### config.mk
export PLATFORM = sky130hd
export DESIGN_NAME = hsv_range_blob_bounding_box
export DESIGN_NICKNAME = d
export VERILOG_FILES = /design/src/hdl/hsvbb_pkg.sv /design/src/hdl/hsv_range_blob_bounding_box.sv
export SDC_FILE = /design/constraint.sdc
export NUM_CORES = 1
export LEC_CHECK = 0
export ABC_AREA = 0
export ABC_CLOCK_PERIOD_IN_PS = 6700
export BUFFER_PORTS_ARGS = -buffer_cell sky130_fd_sc_hd__buf_4
export CORE_UTILIZATION = 50
export DETAILED_ROUTE_END_ITERATION = 6
export PLACE_DENSITY = 0.75
export SLEW_MARGIN = 25
export SYNTH_ARGS = -nofsm -noshare
export SYNTH_HDL_FRONTEND = slang
export SYNTH_SLANG_ARGS = --single-unit
### constraint.sdc
create_clock -name clk -period 6.7 [get_ports clk]
set_input_delay 1.34 -clock clk [delete_from_list [all_inputs] [get_ports clk]]
set_output_delay 1.34 -clock clk [all_outputs]
set_load 0.05 [all_outputs]
### src/hdl/hsvbb_pkg.sv
`default_nettype none
package hsvbb_pkg;

  localparam int MAX_WIDTH  = 2048;
  localparam int MAX_HEIGHT = 2048;

  localparam int COORD_W    = 11;
  localparam int CHAN_W     = 8;
  localparam int CFG_IDX_W  = 3;

  localparam int COL_CAP_INT = (MAX_WIDTH - 1 > 2047) ? 2047 : MAX_WIDTH - 1;
  localparam int ROW_CAP_INT = (MAX_HEIGHT - 1 > 2047) ? 2047 : MAX_HEIGHT - 1;
  localparam logic [COORD_W-1:0] COL_CAP = COORD_W'(COL_CAP_INT);
  localparam logic [COORD_W-1:0] ROW_CAP = COORD_W'(ROW_CAP_INT);

  localparam logic [CFG_IDX_W-1:0] REG_HUE_LOW  = 3'd0;
  localparam logic [CFG_IDX_W-1:0] REG_SAT_LOW  = 3'd1;
  localparam logic [CFG_IDX_W-1:0] REG_VAL_LOW  = 3'd2;
  localparam logic [CFG_IDX_W-1:0] REG_HUE_HIGH = 3'd3;
  localparam logic [CFG_IDX_W-1:0] REG_SAT_HIGH = 3'd4;
  localparam logic [CFG_IDX_W-1:0] REG_VAL_HIGH = 3'd5;

  localparam logic [CHAN_W-1:0] HUE_LOW_RESET  = 8'd8;
  localparam logic [CHAN_W-1:0] SAT_LOW_RESET  = 8'd132;
  localparam logic [CHAN_W-1:0] VAL_LOW_RESET  = 8'd161;
  localparam logic [CHAN_W-1:0] HUE_HIGH_RESET = 8'd30;
  localparam logic [CHAN_W-1:0] SAT_HIGH_RESET = 8'd255;
  localparam logic [CHAN_W-1:0] VAL_HIGH_RESET = 8'd255;

  typedef struct packed {
    logic [CHAN_W-1:0] hue;
    logic [CHAN_W-1:0] saturation;
    logic [CHAN_W-1:0] brightness;
    logic              line_last;
    logic              frame_last;
  } pixel_t;

  typedef struct packed {
    logic               found;
    logic [COORD_W-1:0] box_left;
    logic [COORD_W-1:0] box_top;
    logic [COORD_W-1:0] box_right;
    logic [COORD_W-1:0] box_bottom;
  } box_t;

endpackage
`default_nettype wire

### src/hdl/hsv_range_blob_bounding_box.sv
// Finds the bounding box of all pixels in a frame whose hue, saturation and
// brightness lie inside six programmable inclusive bounds, and sends one box
// beat after each pixel beat that carries frame_last. The block takes one
// pixel beat per clock; a frame's last pixel beat goes through input register
// s1 into the box output register. Pixel input stalls only when a box beat is
// still waiting at the output and the next frame's last pixel must load the
// output register. Coordinates saturate at min(2047, frame size limit - 1).
`default_nettype none
module hsv_range_blob_bounding_box
  import hsvbb_pkg::*;
(
  input  wire logic                 clk,
  input  wire logic                 rst,
  input  wire logic                 pixel_valid,
  output logic                      pixel_stall,
  input  wire pixel_t               pixel,
  output logic                      box_valid,
  input  wire logic                 box_stall,
  output box_t                      box,
  input  wire logic                 cfg_write,
  input  wire logic [CFG_IDX_W-1:0] cfg_index,
  input  wire logic [CHAN_W-1:0]    cfg_data
);

  logic [CHAN_W-1:0] hue_low, sat_low, val_low, hue_high, sat_high, val_high;

  pixel_t s1;
  logic   s1_valid;
  logic   s1_hold;
  logic   s1_fire;
  logic   match;

  logic [COORD_W-1:0] column_count, row_count;
  logic [COORD_W-1:0] least_column, least_row, greatest_column, greatest_row;
  logic               any_match;

  logic [COORD_W-1:0] least_column_next, least_row_next;
  logic [COORD_W-1:0] greatest_column_next, greatest_row_next;
  logic               any_match_next;
  box_t               box_next;

  always_ff @(posedge clk) begin
    if (rst) begin
      hue_low  <= HUE_LOW_RESET;
      sat_low  <= SAT_LOW_RESET;
      val_low  <= VAL_LOW_RESET;
      hue_high <= HUE_HIGH_RESET;
      sat_high <= SAT_HIGH_RESET;
      val_high <= VAL_HIGH_RESET;
    end else if (cfg_write) begin
      case (cfg_index)
        REG_HUE_LOW:  hue_low  <= cfg_data;
        REG_SAT_LOW:  sat_low  <= cfg_data;
        REG_VAL_LOW:  val_low  <= cfg_data;
        REG_HUE_HIGH: hue_high <= cfg_data;
        REG_SAT_HIGH: sat_high <= cfg_data;
        REG_VAL_HIGH: val_high <= cfg_data;
        default: ;
      endcase
    end
  end

  // A pixel ending a frame waits in the input register while the previous box
  // is still held at the output.
  assign s1_hold     = s1.frame_last && box_valid && box_stall;
  assign pixel_stall = s1_valid && s1_hold;
  assign s1_fire     = s1_valid && !s1_hold;

  always_ff @(posedge clk) begin
    if (rst) begin
      s1_valid <= 1'b0;
    end else if (!pixel_stall) begin
      s1_valid <= pixel_valid;
    end
  end

  always_ff @(posedge clk) begin
    if (!pixel_stall && pixel_valid) begin
      s1 <= pixel;
    end
  end

  always_comb begin
    match = (s1.hue >= hue_low) && (s1.hue <= hue_high) &&
            (s1.saturation >= sat_low) && (s1.saturation <= sat_high) &&
            (s1.brightness >= val_low) && (s1.brightness <= val_high);

    least_column_next    = least_column;
    least_row_next       = least_row;
    greatest_column_next = greatest_column;
    greatest_row_next    = greatest_row;
    any_match_next       = any_match || match;
    if (match) begin
      if (column_count < least_column) least_column_next = column_count;
      if (row_count < least_row) least_row_next = row_count;
      if (column_count > greatest_column) greatest_column_next = column_count;
      if (row_count > greatest_row) greatest_row_next = row_count;
    end

    box_next.found      = any_match_next;
    box_next.box_left   = any_match_next ? least_column_next : '0;
    box_next.box_top    = any_match_next ? least_row_next : '0;
    box_next.box_right  = any_match_next ? greatest_column_next : '0;
    box_next.box_bottom = any_match_next ? greatest_row_next : '0;
  end

  always_ff @(posedge clk) begin
    if (rst || (s1_fire && s1.frame_last)) begin
      column_count    <= '0;
      row_count       <= '0;
      least_column    <= '1;
      least_row       <= '1;
      greatest_column <= '0;
      greatest_row    <= '0;
      any_match       <= 1'b0;
    end else if (s1_fire) begin
      least_column    <= least_column_next;
      least_row       <= least_row_next;
      greatest_column <= greatest_column_next;
      greatest_row    <= greatest_row_next;
      any_match       <= any_match_next;
      if (s1.line_last) begin
        column_count <= '0;
        if (row_count < ROW_CAP) row_count <= row_count + 1'b1;
      end else if (column_count < COL_CAP) begin
        column_count <= column_count + 1'b1;
      end
    end
  end

  always_ff @(posedge clk) begin
    if (rst) begin
      box_valid <= 1'b0;
    end else if (s1_fire && s1.frame_last) begin
      box_valid <= 1'b1;
    end else if (!box_stall) begin
      box_valid <= 1'b0;
    end
  end

  always_ff @(posedge clk) begin
    if (s1_fire && s1.frame_last) begin
      box <= box_next;
    end
  end

endmodule
`default_nettype wire

==> qor.txt, run 1 <==
Cts bufs inserted = 17
DR iter-0 viols = 686
Cell Count, Final, Fillers Out = 1556
Post-synth EDFFs = 71
Critical Path AT = 3.62 ns
Max IR drop VDD = 0.000181 V
TritonCTS clock tree = yes
Synthesized cell area = 10700 sq um
Final net count = 1402
Sequential share of power = 0.485
Final Cycle Share = 0.515
Most frequent cells in the layout = nand2_1, dfxtp_1, buf_4, inv_1, ha_1
Sequential fraction of the synthesis area = 0.417
Inserted Diodes = 0
Vias = 9131
Vias in the first global route = 8871
Asr flop ratio synth = 0
Worst setup EP type = register
Final Util = 0.578
# DRC = 0
Post-Synthesis Cells = 1229
Setup Viol. Count Final = 0
Gpl congestion = 0.845
Fin crit period = 3.45 ns
Prevailing post-synth register cell = dfxtp_1
Core outline area = 21000 sq um
CP max FO = 49
Syn Nets = 1363
WL final = 26.5 mm
Clk buf depth = 2
Largest net degree at the start of global routing = 59
Final setup margin = 3.25 ns
CTS Hold Bufs = 0
Post-placement cell area = 11500 sq um
Placed cell count = 1524
WP data required = 6.87 ns
Worst slew margin = 0.314
Grt ovf = 0
Fin. Hold Viols = 0
Status = finished, final reports clean
CTS clk-pin slew, worst paths = 0.07 ns
Die H = 148 um
Post-CTS sizing = 0
Setup TNS = 0 ns
Footprint of the multi-input gates = 5620 sq um
Commonest non-fill, non-tap cell in the layout = nand2_1
Clock Sinks = 188
Clk root buf = clkbuf_16
Min Hold Slack = 0.456 ns
Initial antenna violation count = 0
Clk pwr share = 0.403
Die X = 148 um
Row Count = 53
Clock Skews = 0.0116 ns
Register area = 4470 sq um
First-pass GRT wire length = 43.8 mm
Type of origin of the critical path = register
Max Freq = 290 MHz
Routed WL per cell = 17.0 um
Area Growth Syn to Fin = 13.3%
Hold Crit Class = register to register
Worst-Skew Late Latency = 0.43 ns
Synth top area cells = dfxtp_1, edfxtp_1, ha_1, nand2_1, mux2i_1
Yosys top cell by area = dfxtp_1
Setup bufs post-CTS = 0
RSZ-0062 raised after global routing = no
Synth cell types = 49
GRT Util Overall = 0.249
Layout cells sized above 1 = 0.118
Max Slew Vio Count = 0
Starting density of the core = 0.510
Synth top area share = 0.218
Comb pwr share = 0.112
#FFs+latches synth = 188
Final Cell Area = 12200 sq um
Drt via density = 5.87
Max Cap Violations = 0
First-pass DRT Iterations = 5
Synthesized area per cell = 8.73 sq um
Ys Warns = 0
Total power = 2.53 mW
Final ANT Viol Nets = 0
Leakage = 5.57 nW
Class of the most critical setup path = register to register
Psw = 704 uW
I/O pin total = 89
Pwr/cell area = 209 nW/um^2
Internal power = 1.83 mW
Worst slew pin tran = 1.03 ns
Fill cells = 1828
DP Wirelength = 17.6 mm
CTS H-tree lvls = 4
Switch share = 0.278
# port buffers = 88
DIE AREA = 22000 sq um
Setup WS pre-CTS = 3.07 ns
==> sequential cells by signal, summed over array words and instances, names as in the netlist <==
signal	flops
box_valid	1
column_count	11
least_column	11
sat_low	8
greatest_row	11
sat_high	8
val_low	8
row_count	11
greatest_column	11
s1_valid	1
least_row	11
hue_high	8
box	45
hue_low	8
s1	26
any_match	1
val_high	8
==> kinds of logic (layout without fill, tap and decap cells) <==
| family | count (synthesis) | in the layout | share of synthesized area |
|---|---|---|---|
| and+or+nand+nor | 507 | 507 | 0.226 |
| AOI/OAI and AO/OA | 202 | 202 | 0.128 |
| DFF | 188 | 188 | 0.417 |
| buffers and inverters | 174 | 226 | 0.0622 |
| adders and majority gates | 92 | 92 | 0.107 |
| muxes | 50 | 50 | 0.0467 |
| xor gates and xnor gates | 16 | 16 | 0.0131 |
==> power groups by stage <==
stage / Clock, mW / Combinational [mW] / Sequential (mW)
after floorplan: 0 / 0.158 / 1.28
after global placement: 0 / 0.269 / 1.26
after detailed placement: 0 / 0.279 / 1.26
after CTS: 1.03 / 0.281 / 1.23
after global routing: 1.07 / 0.310 / 1.23
final: 1.02 / 0.284 / 1.23
==> cells in the mapped netlist (all sizes together) (7+ instances only) <==
cell,instances
a211o,45
a21o,9
a21oi,50
a31oi,42
and3,45
and4,7
buf,10
clkbuf,71
dfxtp,117
edfxtp,71
ha,92
inv,93
mux2i,50
nand2,220
nand3,22
nand3b,23
nand4,22
nor2,92
nor2b,9
nor4,42
o21ai,24
xor2,11
==> metal layers <==
| metal | GRT usage | part of all wire |
|---|---|---|
| met5 | 0 | 0 |
| met4 | 0.0979 | 0.023 |
| met3 | 0.0365 | 0.051 |
| met2 | 0.430 | 0.50 |
| met1 | 0.311 | 0.43 |
==> area by class of cell <==
cell class                 count  share of cell area
clock buffer                  20              0.0394
timing repair buffer         101              0.0634
tap                          275              0.0283
sequential                   188               0.368
inverter                      93              0.0287
multi-input combinational    867               0.462
clock inverter                12             0.00947
==> worst paths after layout <==
check	to	startpoint	slack, ns	cells past startpoint
worst max-delay path	box[29]$_SDFFCE_PN0P_	s1[20]$_DFFE_PP_	3.25	9
worst min-delay path	sat_low[5]$_SDFFE_PP0P_	sat_low[5]$_SDFFE_PP0P_	0.46	2
worst min register to register	sat_low[5]$_SDFFE_PP0P_	sat_low[5]$_SDFFE_PP0P_	0.46	2
worst max register to register	box[29]$_SDFFCE_PN0P_	s1[20]$_DFFE_PP_	3.25	9
==> critical path, stage by stage, from the launching register on <==
cell      delay, ns
edfxtp_1       0.40
ha_1           0.31
a211oi_1       0.22
o21ai_0        0.13
a211oi_1       0.49
a2111o_1       0.16
buf_4          0.46
nor2_2         0.30
buf_4          0.32
a211o_1        0.34
No activity file was read; power rests on OpenSTA's default activity.
==> inputs of run 2 (changes only) <==
--- a/config.mk
+++ b/config.mk
@@ -6,7 +6,7 @@
 export NUM_CORES = 1
 export LEC_CHECK = 0
 export ABC_AREA = 0
-export ABC_CLOCK_PERIOD_IN_PS = 6700
+export ABC_CLOCK_PERIOD_IN_PS = 3550
 export BUFFER_PORTS_ARGS = -buffer_cell sky130_fd_sc_hd__buf_4
 export CORE_UTILIZATION = 50
 export DETAILED_ROUTE_END_ITERATION = 6
==> constraint.sdc (replaced) <==
create_clock -name clk -period 3.55 [get_ports clk]
set_input_delay 0.71 -clock clk [delete_from_list [all_inputs] [get_ports clk]]
set_output_delay 0.71 -clock clk [all_outputs]
set_load 0.05 [all_outputs]
==> qor.txt, run 2 (same netlist as run 1, synthesis figures left out) <==
Clock Sinks = 188 (unchanged)
Largest register FFs = 45 (unchanged)
Setup TNS = 0 ns (unchanged)
Bufs and invs on worst path = 1 (-1)
Cts bufs inserted = 17 (unchanged)
WL final = 26.8 mm (+1.3%)
Most flop-heavy register = box
Pwr/cell area = 392 nW/um^2 (+88%)
Setup bufs post-CTS = 0 (unchanged)
Total power = 4.80 mW (+89%)
Cells along the critical path = ha_1, nor2b_1, o211ai_1, a21oi_1, a2111o_1, buf_12, or4_4, mux2i_1
Slowest cell on the critical path = or4_4
Fin crit period = 3.05 ns (-0.397 ns)
CTS clk-pin slew, worst paths = 0.08 ns (about the same)
Critical Path AT = 3.37 ns (-0.25 ns)
Min Hold Slack = 0.434 ns (-0.0223 ns)
Max IR drop VDD = 0.000279 V (+54%)
Row Count = 53 (unchanged)
Hold_sp = pixel[25]
Worst setup EP type = register
CTS H-tree lvls = 4 (unchanged)
Largest registers = box x45, s1 x26
Top Usage Layer GRT = met2
Worst slew pin tran = 0.945 ns (-0.0802 ns)
Largest delay contributor family on the critical path = compound AO/OA/AOI/OAI gates
Met1 Resource Use GR = 0.316 (+0.00476)
I/O pin total = 89 (unchanged)
Starting density of the core = 0.510 (unchanged)
Max Cap Violations = 0 (unchanged)
Post-CTS sizing = 0 (unchanged)
Met3 Use GR = 0.0417 (+0.00521)
DP Wirelength = 17.8 mm (+1.2%)
Setup Viol. Count Final = 0 (unchanged)
Fill cells = 1815 (-0.71%)
# port buffers = 88 (unchanged)
CP max FO = 43 (-12%)
Type of origin of the critical path = register
First-pass DRT Iterations = 5 (unchanged)
FF-to-FF End = greatest_row[6]$_SDFFE_PP0P_
Commonest non-fill, non-tap cell in the layout = nand2_1
DIE AREA = 22000 sq um (unchanged)
Most frequent cells in the layout = nand2_1, dfxtp_1, buf_4, inv_1, ha_1
Vias = 9147 (+0.18%)
Status = finished, final reports clean
Vias in the first global route = 8828 (-0.48%)
CTS Hold Bufs = 0 (unchanged)
Class of the most critical setup path = register to register
Hold Crit Depth = 1 (-1)
Worst slew margin = 0.365 (+0.0512)
Clock Skews = 0.0145 ns (+0.00296 ns)
Fin. Hold Viols = 0 (unchanged)
Clk root buf = clkbuf_16
Initial antenna violation count = 0 (unchanged)
Drt via density = 5.84 (-0.53%)
Max Slew Vio Count = 0 (unchanged)
WP data required = 3.86 ns (-3.01 ns)
Final Cycle Share = 0.860 (+0.345)
Routed WL per cell = 17.1 um (+0.62%)
TritonCTS clock tree = yes
Max Freq = 327 MHz (+13%)
R2R depth = 8 (-1)
Worst R2R Setup Slack = 0.50 ns (-2.75 ns)
Leakage = 5.63 nW (+1.1%)
Clk buf depth = 2 (unchanged)
DR iter-0 viols = 781 (+14%)
CP peak stage delay = 0.70 ns (+0.21 ns)
Met2 track demand over resource = 0.422 (-0.00794)
Die X = 148 um (unchanged)
Layout cells sized above 1 = 0.125 (+0.00674)
Hold endpoint = s1[25]$_DFFE_PP_
R2r startpoint = s1[3]$_DFFE_PP_
Grt ovf = 0 (unchanged)
Inserted Diodes = 0 (unchanged)
Largest net degree at the start of global routing = 53 (-10%)
GRT Util Overall = 0.249 (-0.000367)
# DRC = 0 (unchanged)
Final net count = 1413 (+0.78%)
Gpl congestion = 0.861 (+1.9%)
First-pass GRT wire length = 43.3 mm (-1.1%)
Core outline area = 21000 sq um (unchanged)
Hold Crit Class = input port to register
Worst-Skew Late Latency = 0.45 ns (+0.02 ns)
Final ANT Viol Nets = 0 (unchanged)
RSZ-0062 raised after global routing = no
Die H = 148 um (unchanged)
Area Growth Syn to Fin = 14.1%
-- run 2: cell count changes in the layout (fill, tap and decap cells not counted), moves of 2 or more --
cell       delta
inv_8         +5
clkbuf_16     -2
buf_12        +2
buf_4         +9
-- run 2: power breakdown --
group          internal (mW)  leakage [nW]  total, mW  switching, mW
logic                  0.168          3.75      0.560          0.391
registers               2.29          1.59       2.32         0.0324
clock network          0.954         0.292       1.92          0.963
-- run 2: how the worst max path moves through the flow --
stage,start,to,cells past startpoint
CTS,s1[3]$_DFFE_PP_,greatest_row[6]$_SDFFE_PP0P_,8
finish,s1[3]$_DFFE_PP_,greatest_row[6]$_SDFFE_PP0P_,8
global route,s1[3]$_DFFE_PP_,least_row[10]$_SDFFE_PP1P_,9
floorplan,box_stall,least_column[4]$_SDFFE_PP1P_,8
global placement,s1[5]$_DFFE_PP_,greatest_column[5]$_SDFFE_PP0P_,7
detailed placement,s1[5]$_DFFE_PP_,greatest_column[9]$_SDFFE_PP0P_,7
-- run 2: routing by layer --
metal,routed length [um],up-vias,part of all wire
met5,0,-,0
met4,561,0,0.021
met3,1370,42,0.051
met2,13300,267,0.50
met1,11600,4379,0.43
li1,-,4459,-
-- run 2: cell type report --
cell class | count | area, sq um | share of cell area
Multi-Input combinational cell | 867 | 5610 | 0.458
Sequential cell | 188 | 4470 | 0.365
Timing Repair Buffer | 112 | 878 | 0.0717
Clock buffer | 17 | 425 | 0.0347
Inverter | 93 | 349 | 0.0285
Tap cell | 275 | 344 | 0.0281
Clock inverter | 15 | 164 | 0.0134
-- run 2: stage by stage --
stage	setup WS, ns	instances	util	cell area [sq um]
after floorplan	0.380	1229	-	10700
after global placement	0.691	1535	0.554	11700
after detailed placement	0.604	1535	0.554	11700
after CTS	0.535	1567	0.582	12200
after global routing	0.389	1567	0.582	12200
final	0.496	1567	0.582	12200
